[src/rtl/rmps_pkg.sv]
// ----------------------------------------------------------------------------
// rmps_pkg
// Shared types, constants and helper functions for the region map pixel shader.
// ----------------------------------------------------------------------------
`default_nettype none

package rmps_pkg;

  // Stream and configuration widths
  localparam int TDATA_W    = 88;
  localparam int OUT_W      = 32;
  localparam int CFG_IDX_W  = 2;
  localparam int CFG_DATA_W = 16;

  // Configuration register indexes
  localparam logic [CFG_IDX_W-1:0] REG_OVERRIDE_MASK = 2'd0;
  localparam logic [CFG_IDX_W-1:0] REG_PALETTE_COUNT = 2'd1;
  localparam logic [CFG_IDX_W-1:0] REG_BEACON_REGION = 2'd2;

  // Request kinds carried in tuser
  localparam logic CMD_SHADE = 1'b0;
  localparam logic CMD_WRITE = 1'b1;

  // Main palette depth; the active count is clamped to it
  localparam int PALETTE_DEPTH = 16;
  localparam logic [4:0] PAL_CLAMP = (PALETTE_DEPTH > 31) ? 5'd31 : 5'(PALETTE_DEPTH);

  // Default depth of the queue between front and back
  localparam int QUEUE_DEPTH = 4;

  // Colour table slots of the special colours
  localparam logic [4:0] SLOT_BORDER  = 5'd16;
  localparam logic [4:0] SLOT_CLICKED = 5'd17;
  localparam logic [4:0] SLOT_ACTIVE  = 5'd18;
  localparam logic [4:0] SLOT_WATER   = 5'd19;
  localparam logic [4:0] SLOT_LAND    = 5'd20;
  localparam logic [4:0] SLOT_UNKNOWN = 5'd21;
  localparam logic [4:0] SLOT_BEACON  = 5'd22;

  // Hatch patterns, picked by region mod 7
  localparam logic [2:0] PAT_DIAG  = 3'd0;
  localparam logic [2:0] PAT_ANTI  = 3'd1;
  localparam logic [2:0] PAT_PROD1 = 3'd2;
  localparam logic [2:0] PAT_PROD2 = 3'd3;
  localparam logic [2:0] PAT_ROWS  = 3'd4;
  localparam logic [2:0] PAT_COLS  = 3'd5;
  localparam logic [2:0] PAT_DOTS  = 3'd6;

  localparam logic [7:0] SHADE_DIM = 8'h20;

  // Remainder pipeline: 15-bit dividend, a few bits per stage
  localparam int DVD_W      = 15;
  localparam int STEP_BITS  = 5;
  localparam int DIV_STAGES = DVD_W / STEP_BITS;

  typedef struct packed {
    logic [3:0]        override_mask;
    logic [4:0]        palette_count;
    logic signed [15:0] beacon_region;
  } cfg_t;

  // Item travelling through the front pipeline
  typedef struct packed {
    logic             wr;
    logic             pal;
    logic             hatch;
    logic [4:0]       slot;
    logic [31:0]      value;
    logic [DVD_W-1:0] dvd;
    logic [4:0]       dvs;
    logic [5:0]       rem;
  } front_t;

  // Queue entry handed to the back
  typedef struct packed {
    logic        wr;
    logic        hatch;
    logic [4:0]  slot;
    logic [31:0] value;
  } cmd_t;

  typedef struct packed {
    logic full;
    logic empty;
  } q_stat_t;

  // One restoring remainder step
  function automatic logic [5:0] rem_step(logic [5:0] rem, logic b, logic [4:0] dvs);
    logic [5:0] t;
    t = {rem[4:0], b};
    if (t >= {1'b0, dvs}) t = t - {1'b0, dvs};
    return t;
  endfunction

  // STEP_BITS remainder steps, MSB of the dividend first
  function automatic front_t div_stage(front_t s);
    front_t r;
    r = s;
    for (int i = 0; i < STEP_BITS; i++) begin
      r.rem = rem_step(r.rem, r.dvd[DVD_W-1], r.dvs);
      r.dvd = {r.dvd[DVD_W-2:0], 1'b0};
    end
    return r;
  endfunction

  // Reduce a value up to 5 mod 3
  function automatic logic [1:0] mod3_small(logic [2:0] v);
    return (v >= 3'd3) ? 2'(v - 3'd3) : 2'(v);
  endfunction

  // 12-bit value mod 3 by summing base-4 digits
  function automatic logic [1:0] mod3_12(logic [11:0] v);
    logic [4:0] s1;
    logic [2:0] s2;
    logic [2:0] s3;
    s1 = 5'(v[1:0]) + 5'(v[3:2]) + 5'(v[5:4]) + 5'(v[7:6]) + 5'(v[9:8]) + 5'(v[11:10]);
    s2 = 3'(s1[4]) + 3'(s1[3:2]) + 3'(s1[1:0]);
    s3 = 3'(s2[2]) + 3'(s2[1:0]);
    return mod3_small(s3);
  endfunction

  // 16-bit value mod 7 by summing octal digits
  function automatic logic [2:0] mod7_16(logic [15:0] v);
    logic [5:0] s1;
    logic [3:0] s2;
    logic [3:0] s3;
    s1 = 6'(v[2:0]) + 6'(v[5:3]) + 6'(v[8:6]) + 6'(v[11:9]) + 6'(v[14:12]) + 6'(v[15]);
    s2 = 4'(s1[5:3]) + 4'(s1[2:0]);
    s3 = 4'(s2[3]) + 4'(s2[2:0]);
    return (s3 >= 4'd7) ? 3'(s3 - 4'd7) : 3'(s3);
  endfunction

  // Hatch test; truncating remainder, so negative non-multiples never hatch
  function automatic logic hatch_hit(logic signed [15:0] region, logic [11:0] x,
                                     logic [11:0] y);
    logic [15:0] mag;
    logic [2:0]  pat;
    logic [1:0]  mx;
    logic [1:0]  my;
    logic [1:0]  s3;
    logic [1:0]  p3;
    logic [3:0]  prod;
    logic [1:0]  xy4;
    logic        hit;
    mag  = region[15] ? 16'(-region) : 16'(region);
    pat  = mod7_16(mag);
    mx   = mod3_12(x);
    my   = mod3_12(y);
    s3   = mod3_small(3'(mx) + 3'(my));
    prod = 4'(mx) * 4'(my);
    p3   = mod3_small(prod[2:0]);
    xy4  = x[1:0] + y[1:0];
    hit  = 1'b0;
    if (!(region[15] && (pat != PAT_DIAG))) begin
      case (pat)
        PAT_DIAG:  hit = (mx == my);
        PAT_ANTI:  hit = (s3 == 2'd0);
        PAT_PROD1: hit = (p3 == 2'd1);
        PAT_PROD2: hit = (p3 == 2'd2);
        PAT_ROWS:  hit = (my == {1'b0, x[0]});
        PAT_COLS:  hit = (mx == {1'b0, y[0]});
        PAT_DOTS:  hit = !y[0] && (xy4 == 2'd0);
        default:   hit = 1'b0;
      endcase
    end
    return hit;
  endfunction

  // Dim each RGB channel with a floor at zero, clear alpha
  function automatic logic [31:0] darken(logic [31:0] c);
    logic [7:0] r;
    logic [7:0] g;
    logic [7:0] b;
    r = (c[23:16] < SHADE_DIM) ? 8'h00 : c[23:16] - SHADE_DIM;
    g = (c[15:8]  < SHADE_DIM) ? 8'h00 : c[15:8]  - SHADE_DIM;
    b = (c[7:0]   < SHADE_DIM) ? 8'h00 : c[7:0]   - SHADE_DIM;
    return {8'h00, r, g, b};
  endfunction

endpackage

`default_nettype wire

[src/rtl/rmps_front.sv]
// ----------------------------------------------------------------------------
// rmps_front
// Accepts requests, holds the configuration, classifies each pixel and runs
// the palette remainder pipeline before handing commands to the queue.
// ----------------------------------------------------------------------------
`default_nettype none

module rmps_front (
  input  wire logic                           clk_i,
  input  wire logic                           rst_ni,
  input  wire logic                           in_valid_i,
  output logic                                in_ready_o,
  input  wire logic                           in_cmd_i,
  input  wire logic [rmps_pkg::TDATA_W-1:0]   in_data_i,
  input  wire logic                           cfg_we_i,
  input  wire logic [rmps_pkg::CFG_IDX_W-1:0]  cfg_idx_i,
  input  wire logic [rmps_pkg::CFG_DATA_W-1:0] cfg_data_i,
  input  wire rmps_pkg::q_stat_t              q_stat_i,
  output logic                                push_o,
  output rmps_pkg::cmd_t                      cmd_o
);
  import rmps_pkg::*;

  localparam int LAST = DIV_STAGES - 1;

  cfg_t cfg_q;

  logic signed [15:0] region;
  logic [11:0]        xpos;
  logic [11:0]        ypos;
  logic               border_flag;
  logic               selected_flag;
  logic               active_flag;
  logic               plain_flag;
  logic               blink_phase;
  logic [4:0]         entry_index;
  logic [31:0]        entry_value;

  logic [4:0] cnt;
  logic       hatch_ok;
  front_t     cls;
  front_t     stg_in [DIV_STAGES];
  front_t     stg_q  [DIV_STAGES];
  logic [DIV_STAGES-1:0] vld_q;
  logic       adv;

  // Field unpack
  assign region        = in_data_i[15:0];
  assign xpos          = in_data_i[27:16];
  assign ypos          = in_data_i[39:28];
  assign border_flag   = in_data_i[40];
  assign selected_flag = in_data_i[41];
  assign active_flag   = in_data_i[42];
  assign plain_flag    = in_data_i[43];
  assign blink_phase   = in_data_i[44];
  assign entry_index   = in_data_i[49:45];
  assign entry_value   = in_data_i[81:50];

  // Configuration registers
  always_ff @(posedge clk_i or negedge rst_ni) begin
    if (!rst_ni) begin
      cfg_q.override_mask <= 4'd7;
      cfg_q.palette_count <= 5'd11;
      cfg_q.beacon_region <= -16'sd1;
    end else if (cfg_we_i) begin
      case (cfg_idx_i)
        REG_OVERRIDE_MASK: cfg_q.override_mask <= cfg_data_i[3:0];
        REG_PALETTE_COUNT: cfg_q.palette_count <= cfg_data_i[4:0];
        REG_BEACON_REGION: cfg_q.beacon_region <= cfg_data_i;
        default: ;
      endcase
    end
  end

  // Effective palette count: zero acts as one, clamp to depth
  always_comb begin
    if (cfg_q.palette_count == 5'd0) begin
      cnt = 5'd1;
    end else if (cfg_q.palette_count > PAL_CLAMP) begin
      cnt = PAL_CLAMP;
    end else begin
      cnt = cfg_q.palette_count;
    end
  end

  assign hatch_ok = !(plain_flag || cfg_q.override_mask[3]) &&
                    hatch_hit(region, xpos, ypos);

  // Priority chain
  always_comb begin
    cls     = '0;
    cls.dvd = region[DVD_W-1:0];
    cls.dvs = cnt;
    if (in_cmd_i == CMD_WRITE) begin
      cls.wr    = 1'b1;
      cls.slot  = entry_index;
      cls.value = entry_value;
    end else if (border_flag && cfg_q.override_mask[0]) begin
      cls.slot = SLOT_BORDER;
    end else if ((region == cfg_q.beacon_region) && blink_phase) begin
      cls.slot  = SLOT_BEACON;
      cls.hatch = hatch_ok;
    end else if (selected_flag && cfg_q.override_mask[1]) begin
      cls.slot  = SLOT_CLICKED;
      cls.hatch = hatch_ok;
    end else if (active_flag && cfg_q.override_mask[2]) begin
      cls.slot  = SLOT_ACTIVE;
      cls.hatch = hatch_ok;
    end else if (region == -16'sd1) begin
      cls.slot = SLOT_WATER;
    end else if (region == -16'sd2) begin
      cls.slot = SLOT_LAND;
    end else if (region <= -16'sd3) begin
      cls.slot = SLOT_UNKNOWN;
    end else begin
      cls.pal   = 1'b1;
      cls.hatch = hatch_ok;
    end
  end

  // Whole remainder pipe stalls on a full queue with a valid last stage
  assign adv        = !vld_q[LAST] || !q_stat_i.full;
  assign in_ready_o = adv;
  assign push_o     = vld_q[LAST] && !q_stat_i.full;

  assign stg_in[0] = cls;
  for (genvar g = 1; g < DIV_STAGES; g++) begin : g_link
    assign stg_in[g] = stg_q[g-1];
  end

  always_ff @(posedge clk_i or negedge rst_ni) begin
    if (!rst_ni) begin
      vld_q <= '0;
    end else if (adv) begin
      vld_q <= {vld_q[DIV_STAGES-2:0], in_valid_i};
    end
  end

  always_ff @(posedge clk_i) begin
    if (adv) begin
      for (int i = 0; i < DIV_STAGES; i++) begin
        stg_q[i] <= div_stage(stg_in[i]);
      end
    end
  end

  // Palette pixels take the remainder as their slot
  always_comb begin
    cmd_o.wr    = stg_q[LAST].wr;
    cmd_o.hatch = stg_q[LAST].hatch;
    cmd_o.slot  = stg_q[LAST].pal ? stg_q[LAST].rem[4:0] : stg_q[LAST].slot;
    cmd_o.value = stg_q[LAST].value;
  end

endmodule

`default_nettype wire

[src/rtl/rmps_queue.sv]
// ----------------------------------------------------------------------------
// rmps_queue
// Small command FIFO that decouples the front pipeline from the back.
// ----------------------------------------------------------------------------
`default_nettype none

module rmps_queue #(
  parameter int DEPTH = rmps_pkg::QUEUE_DEPTH
) (
  input  wire logic           clk_i,
  input  wire logic           rst_ni,
  input  wire logic           push_i,
  input  wire rmps_pkg::cmd_t cmd_i,
  input  wire logic           pop_i,
  output rmps_pkg::q_stat_t   stat_o,
  output rmps_pkg::cmd_t      head_o
);
  import rmps_pkg::*;

  localparam int PTR_W = (DEPTH > 1) ? $clog2(DEPTH) : 1;
  localparam int CNT_W = $clog2(DEPTH + 1);
  localparam logic [PTR_W-1:0] PTR_LAST = PTR_W'(DEPTH - 1);

  cmd_t             mem_q [DEPTH];
  logic [PTR_W-1:0] wr_ptr_q;
  logic [PTR_W-1:0] rd_ptr_q;
  logic [CNT_W-1:0] cnt_q;

  // Pointers and fill count
  always_ff @(posedge clk_i or negedge rst_ni) begin
    if (!rst_ni) begin
      wr_ptr_q <= '0;
      rd_ptr_q <= '0;
      cnt_q    <= '0;
    end else begin
      if (push_i) begin
        wr_ptr_q <= (wr_ptr_q == PTR_LAST) ? '0 : wr_ptr_q + PTR_W'(1);
      end
      if (pop_i) begin
        rd_ptr_q <= (rd_ptr_q == PTR_LAST) ? '0 : rd_ptr_q + PTR_W'(1);
      end
      case ({push_i, pop_i})
        2'b10:   cnt_q <= cnt_q + CNT_W'(1);
        2'b01:   cnt_q <= cnt_q - CNT_W'(1);
        default: cnt_q <= cnt_q;
      endcase
    end
  end

  // Entry storage
  always_ff @(posedge clk_i) begin
    if (push_i) begin
      mem_q[wr_ptr_q] <= cmd_i;
    end
  end

  assign stat_o.full  = (cnt_q == CNT_W'(DEPTH));
  assign stat_o.empty = (cnt_q == '0);
  assign head_o       = mem_q[rd_ptr_q];

endmodule

`default_nettype wire

[src/rtl/rmps_back.sv]
// ----------------------------------------------------------------------------
// rmps_back
// Executes queued commands: colour table writes, table lookup with optional
// hatch dimming, and the registered output stage.
// ----------------------------------------------------------------------------
`default_nettype none

module rmps_back (
  input  wire logic                       clk_i,
  input  wire logic                       rst_ni,
  input  wire rmps_pkg::q_stat_t          q_stat_i,
  input  wire rmps_pkg::cmd_t             head_i,
  output logic                            pop_o,
  output logic                            out_valid_o,
  input  wire logic                       out_ready_i,
  output logic [rmps_pkg::OUT_W-1:0]      out_color_o
);
  import rmps_pkg::*;

  logic [31:0]      tbl_q [32];
  logic             out_valid_q;
  logic [OUT_W-1:0] out_color_q;
  logic             out_free;
  logic [31:0]      rd_color;
  logic [OUT_W-1:0] color_d;

  // Writes always drain; shades need a free output register
  assign out_free = !out_valid_q || out_ready_i;
  assign pop_o    = !q_stat_i.empty && (head_i.wr || out_free);

  // Colour table, cleared by reset
  always_ff @(posedge clk_i or negedge rst_ni) begin
    if (!rst_ni) begin
      for (int i = 0; i < 32; i++) begin
        tbl_q[i] <= '0;
      end
    end else if (pop_o && head_i.wr) begin
      tbl_q[head_i.slot] <= head_i.value;
    end
  end

  assign rd_color = tbl_q[head_i.slot];
  assign color_d  = head_i.hatch ? darken(rd_color) : rd_color;

  // Output register
  always_ff @(posedge clk_i or negedge rst_ni) begin
    if (!rst_ni) begin
      out_valid_q <= 1'b0;
    end else if (pop_o && !head_i.wr) begin
      out_valid_q <= 1'b1;
    end else if (out_ready_i) begin
      out_valid_q <= 1'b0;
    end
  end

  always_ff @(posedge clk_i) begin
    if (pop_o && !head_i.wr) begin
      out_color_q <= color_d;
    end
  end

  assign out_valid_o = out_valid_q;
  assign out_color_o = out_color_q;

endmodule

`default_nettype wire

[src/rtl/region_map_pixel_shader.sv]
// ----------------------------------------------------------------------------
// region_map_pixel_shader
// Colours map pixels from region number, coordinates and flags using a
// 32-entry colour table loaded by write requests.
//
//   Channel   Direction  Handshake                 Payload
//   s_axis    in         s_axis_tvalid/tready      tuser: command; tdata: pixel
//   m_axis    out        m_axis_tvalid/tready      tdata: pixel_color
//   cfg       in         cfg_we_i (no ready)       cfg_idx_i, cfg_data_i
//
// One request per cycle until a stalled output fills the queue. A shade
// request loads remainder stage 0 at the accepting edge, then passes 2 more
// remainder stages, the queue and the output register.
// Reset clears the colour table and loads configuration defaults at once; no clearing pass.
// A stalled output fills the queue (QUEUE_DEPTH entries); s_axis_tready drops
// once the queue is full and the last remainder stage holds a request.
// Write requests drain from the queue without using the output.
// ----------------------------------------------------------------------------
`default_nettype none

module region_map_pixel_shader #(
  parameter int QUEUE_DEPTH = rmps_pkg::QUEUE_DEPTH
) (
  input  wire logic                             clk_i,
  input  wire logic                             rst_ni,
  input  wire logic                             s_axis_tvalid,
  output logic                                  s_axis_tready,
  // tdata: region[15:0], xpos[27:16], ypos[39:28], border_flag[40],
  //        selected_flag[41], active_flag[42], plain_flag[43],
  //        blink_phase[44], entry_index[49:45], entry_value[81:50], zero pad
  input  wire logic [rmps_pkg::TDATA_W-1:0]     s_axis_tdata,
  // tuser: command[0]
  input  wire logic                             s_axis_tuser,
  output logic                                  m_axis_tvalid,
  input  wire logic                             m_axis_tready,
  // tdata: pixel_color[31:0]
  output logic [rmps_pkg::OUT_W-1:0]            m_axis_tdata,
  input  wire logic                             cfg_we_i,
  input  wire logic [rmps_pkg::CFG_IDX_W-1:0]   cfg_idx_i,
  input  wire logic [rmps_pkg::CFG_DATA_W-1:0]  cfg_data_i
);
  import rmps_pkg::*;

  q_stat_t q_stat;
  cmd_t    push_cmd;
  cmd_t    head_cmd;
  logic    push;
  logic    pop;

  rmps_front u_front (
    .clk_i      (clk_i),
    .rst_ni     (rst_ni),
    .in_valid_i (s_axis_tvalid),
    .in_ready_o (s_axis_tready),
    .in_cmd_i   (s_axis_tuser),
    .in_data_i  (s_axis_tdata),
    .cfg_we_i   (cfg_we_i),
    .cfg_idx_i  (cfg_idx_i),
    .cfg_data_i (cfg_data_i),
    .q_stat_i   (q_stat),
    .push_o     (push),
    .cmd_o      (push_cmd)
  );

  rmps_queue #(
    .DEPTH (QUEUE_DEPTH)
  ) u_queue (
    .clk_i  (clk_i),
    .rst_ni (rst_ni),
    .push_i (push),
    .cmd_i  (push_cmd),
    .pop_i  (pop),
    .stat_o (q_stat),
    .head_o (head_cmd)
  );

  rmps_back u_back (
    .clk_i       (clk_i),
    .rst_ni      (rst_ni),
    .q_stat_i    (q_stat),
    .head_i      (head_cmd),
    .pop_o       (pop),
    .out_valid_o (m_axis_tvalid),
    .out_ready_i (m_axis_tready),
    .out_color_o (m_axis_tdata)
  );

endmodule

`default_nettype wire

[config.mk]
export PLATFORM = sky130hd
export DESIGN_NAME = region_map_pixel_shader
export DESIGN_NICKNAME = d
export VERILOG_FILES = /design/src/rtl/rmps_pkg.sv /design/src/rtl/rmps_front.sv /design/src/rtl/rmps_queue.sv /design/src/rtl/rmps_back.sv /design/src/rtl/region_map_pixel_shader.sv
export SDC_FILE = /design/constraint.sdc
export NUM_CORES = 2
export LEC_CHECK = 0
export BUFFER_PORTS_ARGS = -buffer_cell sky130_fd_sc_hd__buf_4
export CAP_MARGIN = 20
export CELL_PAD_IN_SITES_DETAIL_PLACEMENT = 0
export CELL_PAD_IN_SITES_GLOBAL_PLACEMENT = 2
export CORE_MARGIN = 1
export CORE_UTILIZATION = 40
export DETAILED_ROUTE_END_ITERATION = 10
export GPL_TIMING_DRIVEN = 0
export PLACE_DENSITY = 0.85
export SLEW_MARGIN = 20
export SYNTH_ARGS = -nofsm -noshare
export SYNTH_HDL_FRONTEND = slang
export SYNTH_SLANG_ARGS = --single-unit
export TNS_END_PERCENT = 100
[constraint.sdc]
create_clock -name clk_i -period 11.7 [get_ports clk_i]
set_clock_uncertainty 0.1 [all_clocks]
set_input_delay 1.17 -clock clk_i [delete_from_list [all_inputs] [get_ports clk_i]]
set_output_delay 1.17 -clock clk_i [all_outputs]
set_load 0.1 [all_outputs]
==> metrics.md <==
| Metric | Value |
|---|---|
| Slew margin rel. | `15.32%` |
| Fmax | `0.09549 GHz` |
| Die area | `159,900 um2` |
| Reg clk slew, reported paths | `60 ps` |
| First-pass GRT wire length | `290,300 um` |
| Vias/cell | `5.615` |
| Worst setup EP type | `flip-flop` |
| TritonCTS clock tree | `built` |
| Initial antenna violation count | `6` |
| Worst EP required | `12,250 ps` |
| Final hold viol count | `0` |
| Filler cell count | `14.55k` |
| Arrival @ worst endpoint | `11,020 ps` |
| Routed WL | `192,100 um` |
| Final Cycle Share | `89.51%` |
| CTS Buf Count | `152` |
| Num rows | `145` |
| Routed WL per cell | `24.36 um` |
| Worst stage delay on the critical path | `590 ps` |
| # IOs | `146` |
| Most frequent cells in the layout | `nand2_1 (1,143), o21ai_0 (1,056), dfrtp_1 (1,038)` |
| Core Box Area | `156,800 um2` |
| Yosys top cell area share | `41.02%` |
| DP HPWL | `141,200 um` |
| Clk root buf | `clkbuf_16` |
| RSZ-0062 raised after global routing | `false` |
| Layout cells sized above 1 | `15.16%` |
| # nets final | `5,976` |
| Count of cell types in the netlist | `76` |
| Utilization after layout | `46.45%` |
| Synth-to-Final Area Change | `14.99%` |
| IO buf count | `137` |
| CTS Sinks | `1,408` |
| Pin count of the biggest net entering global routing | `145` |
| Overflow after GRT | `0` |
| Cell Area, Synth | `63,320 um2` |
| Worst flop-to-flop path startpoint | `u_front.cfg_q[17]$_DFFE_PN1P_` |
| Cells after synthesis | `5,381` |
| H-tree levels | `4` |
| Placed cell areas | `67,560 um2` |
| Synth Flop Type | `dfrtp_1` |
| Startpoint Class | `flip-flop` |
| WS Path Type | `flip-flop to flip-flop` |
| Die Y | `399.9 um` |
| Avg Inst Size Synth | `11.77 um2` |
| Finished Cell Area | `72,820 um2` |
| Via count | `44.28k` |
| Initial Utilization | `40.40%` |
| Number of synthesized flops with an enable pin | `348` |
| CP Max Fanout | `10` |
| Yosys warns | `0` |
| CTS resizes | `0` |
| Final setup viols | `0` |
| Commonest non-fill, non-tap cell in the layout | `nand2_1` |
| Synth async-reset ratio | `75.28%` |
| DRC | `0` |
| GRT Total Usage | `24.51%` |
| GPL Wtd Cong | `0.9046` |
| Min cycle time layout | `10,470 ps` |
| Clk_lat worst skew | `810 ps` |
| #FFs+latches synth | `1,408` |
| Part of the Yosys area used for sequential elements | `58.44%` |
| Highest-delay cell along the critical path | `a21oi_1` |
| Synth Net Count | `5,655` |
| Vias in the first global route | `44.30k` |
| Drt initial violations | `4,043` |
| Hold crit path type | `input pin to asynchronous set/reset pin` |
| Hold buffer count at cts | `0` |
| Clock buffer depth | `3` |
| Maxcap violations | `0` |
| Slew @ Worst Pin | `1263 ps` |
| Post-CTS setup buffer count | `0` |
| Top cells by area, synth | `dfrtp_1 (41%), edfxtp_1 (17%), mux4_2 (8.7%), o21ai_0 (8.6%), nand2_1 (6.8%)` |
| Status | `completed` |
| DRT Pass-1 Iters | `6` |
| Die width | `399.9 um` |
| Post-DRT Antenna Nets | `0` |
| Worst Setup SP | `u_front.cfg_q[17]$_DFFE_PN1P_` |
| Final Max Slew Viols | `0` |
| Area leader, netlist | `dfrtp_1` |
## through the flow
stage / worst slack [ps] / instances / hold WS, ps / setup TNS, ps
after floorplan: 2721 / 5381 / 300.3 / 0
after global placement: -3528 / 7576 / 300.8 / -3377410
after detailed placement: 1238 / 7606 / 304.5 / 0
after CTS: 1262 / 7882 / 156.7 / 0
after global routing: 475.0 / 7882 / 189.9 / 0
final: 1227 / 7887 / 185.3 / 0
## final cells by class
type	count	area, um2	area share, %
clock inverter	72	968.4	1.330
clock buffer	204	4272	5.866
sequential	1408	37000	50.82
inverter	145	544.3	0.7474
buffer	410	1694	2.327
timing repair buffer	167	1588	2.180
multi-input combinational	3418	24160	33.18
tap	2058	2575	3.536
antenna	5	12.51	0.01718
## state kept, by name, indices dropped and copies added (netlist names)
| name | cells |
|---|---|
| u_queue.mem_q | 156 |
| u_queue.rd_ptr_q | 2 |
| u_back.out_valid_o | 1 |
| u_queue.wr_ptr_q | 2 |
| u_back.out_color_o | 32 |
| u_front.cfg_q | 25 |
| u_back.tbl_q | 1024 |
| u_front.stg_q | 160 |
| u_queue.cnt_q | 3 |
| u_front.vld_q | 3 |
## Yosys cell counts (all sizes together) (4+ instances only)
| master | n |
|---|---|
| nor2 | 42 |
| a21boi | 6 |
| a31oi | 21 |
| nor2b | 12 |
| inv | 145 |
| or3 | 7 |
| edfxtp | 348 |
| nand4 | 17 |
| xnor2 | 69 |
| a22o | 17 |
| and3 | 8 |
| mux2 | 84 |
| and2 | 42 |
| xor2 | 24 |
| nand2b | 9 |
| o221ai | 4 |
| nor3b | 8 |
| a221o | 4 |
| nand3 | 9 |
| a221oi | 17 |
| a211o | 4 |
| or2 | 6 |
| a41oi | 13 |
| fa | 46 |
| o21ai | 1088 |
| nand2 | 1151 |
| o31ai | 5 |
| ha | 116 |
| nand3b | 7 |
| mux4 | 263 |
| a22oi | 100 |
| clkbuf | 320 |
| a21o | 37 |
| dfstp | 22 |
| nor4 | 4 |
| mux2i | 56 |
| a21oi | 56 |
| or4 | 4 |
| a211oi | 10 |
| dfrtp | 1038 |
| nor3 | 15 |
| buf | 90 |
| and3b | 5 |
## cell families after synthesis
| logic type | after synthesis | synth area share, % |
|---|---|---|
| buffers and inverters | 555 | 3.511 |
| adders and majority gates | 163 | 3.762 |
| AOI/OAI and AO/OA | 1408 | 12.41 |
| muxes | 403 | 11.84 |
| and+or+nand+nor | 1351 | 8.755 |
| DFF | 1408 | 58.44 |
| xor gates and xnor gates | 93 | 1.286 |
## critical path: cells and delay by family (launching register included)
family | cells | cell delay [ps]
DFF | 1 | 370
and+or+nand+nor | 9 | 2010
AOI/OAI and AO/OA | 16 | 3990
buffers and inverters | 1 | 300
muxes | 4 | 1590
adders and majority gates | 5 | 1940
## worst paths after layout
| check | endpoint | slack [ps] | depth (start not counted) |
|---|---|---|---|
| max in group asynchronous | u_front.cfg_q[20]$_DFFE_PN0P_ | 9480 | 3 |
| min in group clk_i | u_front.stg_q[0][105]$_DFFE_PP_ | 310 | 0 |
| setup / recovery | u_front.stg_q[0][2]$_DFFE_PP_ | 1230 | 35 |
| hold / removal | u_back.tbl_q[602]$_DFFE_PN0P_ | 190 | 1 |
| hold reg to reg | u_front.stg_q[0][105]$_DFFE_PP_ | 310 | 0 |
| setup reg to reg | u_front.stg_q[0][2]$_DFFE_PP_ | 1230 | 35 |
## routing by layer
| layer | share of wire, % | GRT usage [%] |
|---|---|---|
| met2 | 45 | 37.55 |
| met3 | 8.5 | 5.745 |
| met1 | 43 | 34.44 |
| met5 | 0.021 | 0 |
| met4 | 3.0 | 7.831 |
Power is not shown: default switching activity piles up to over one toggle a cycle in this logic, so the estimate is an artifact.
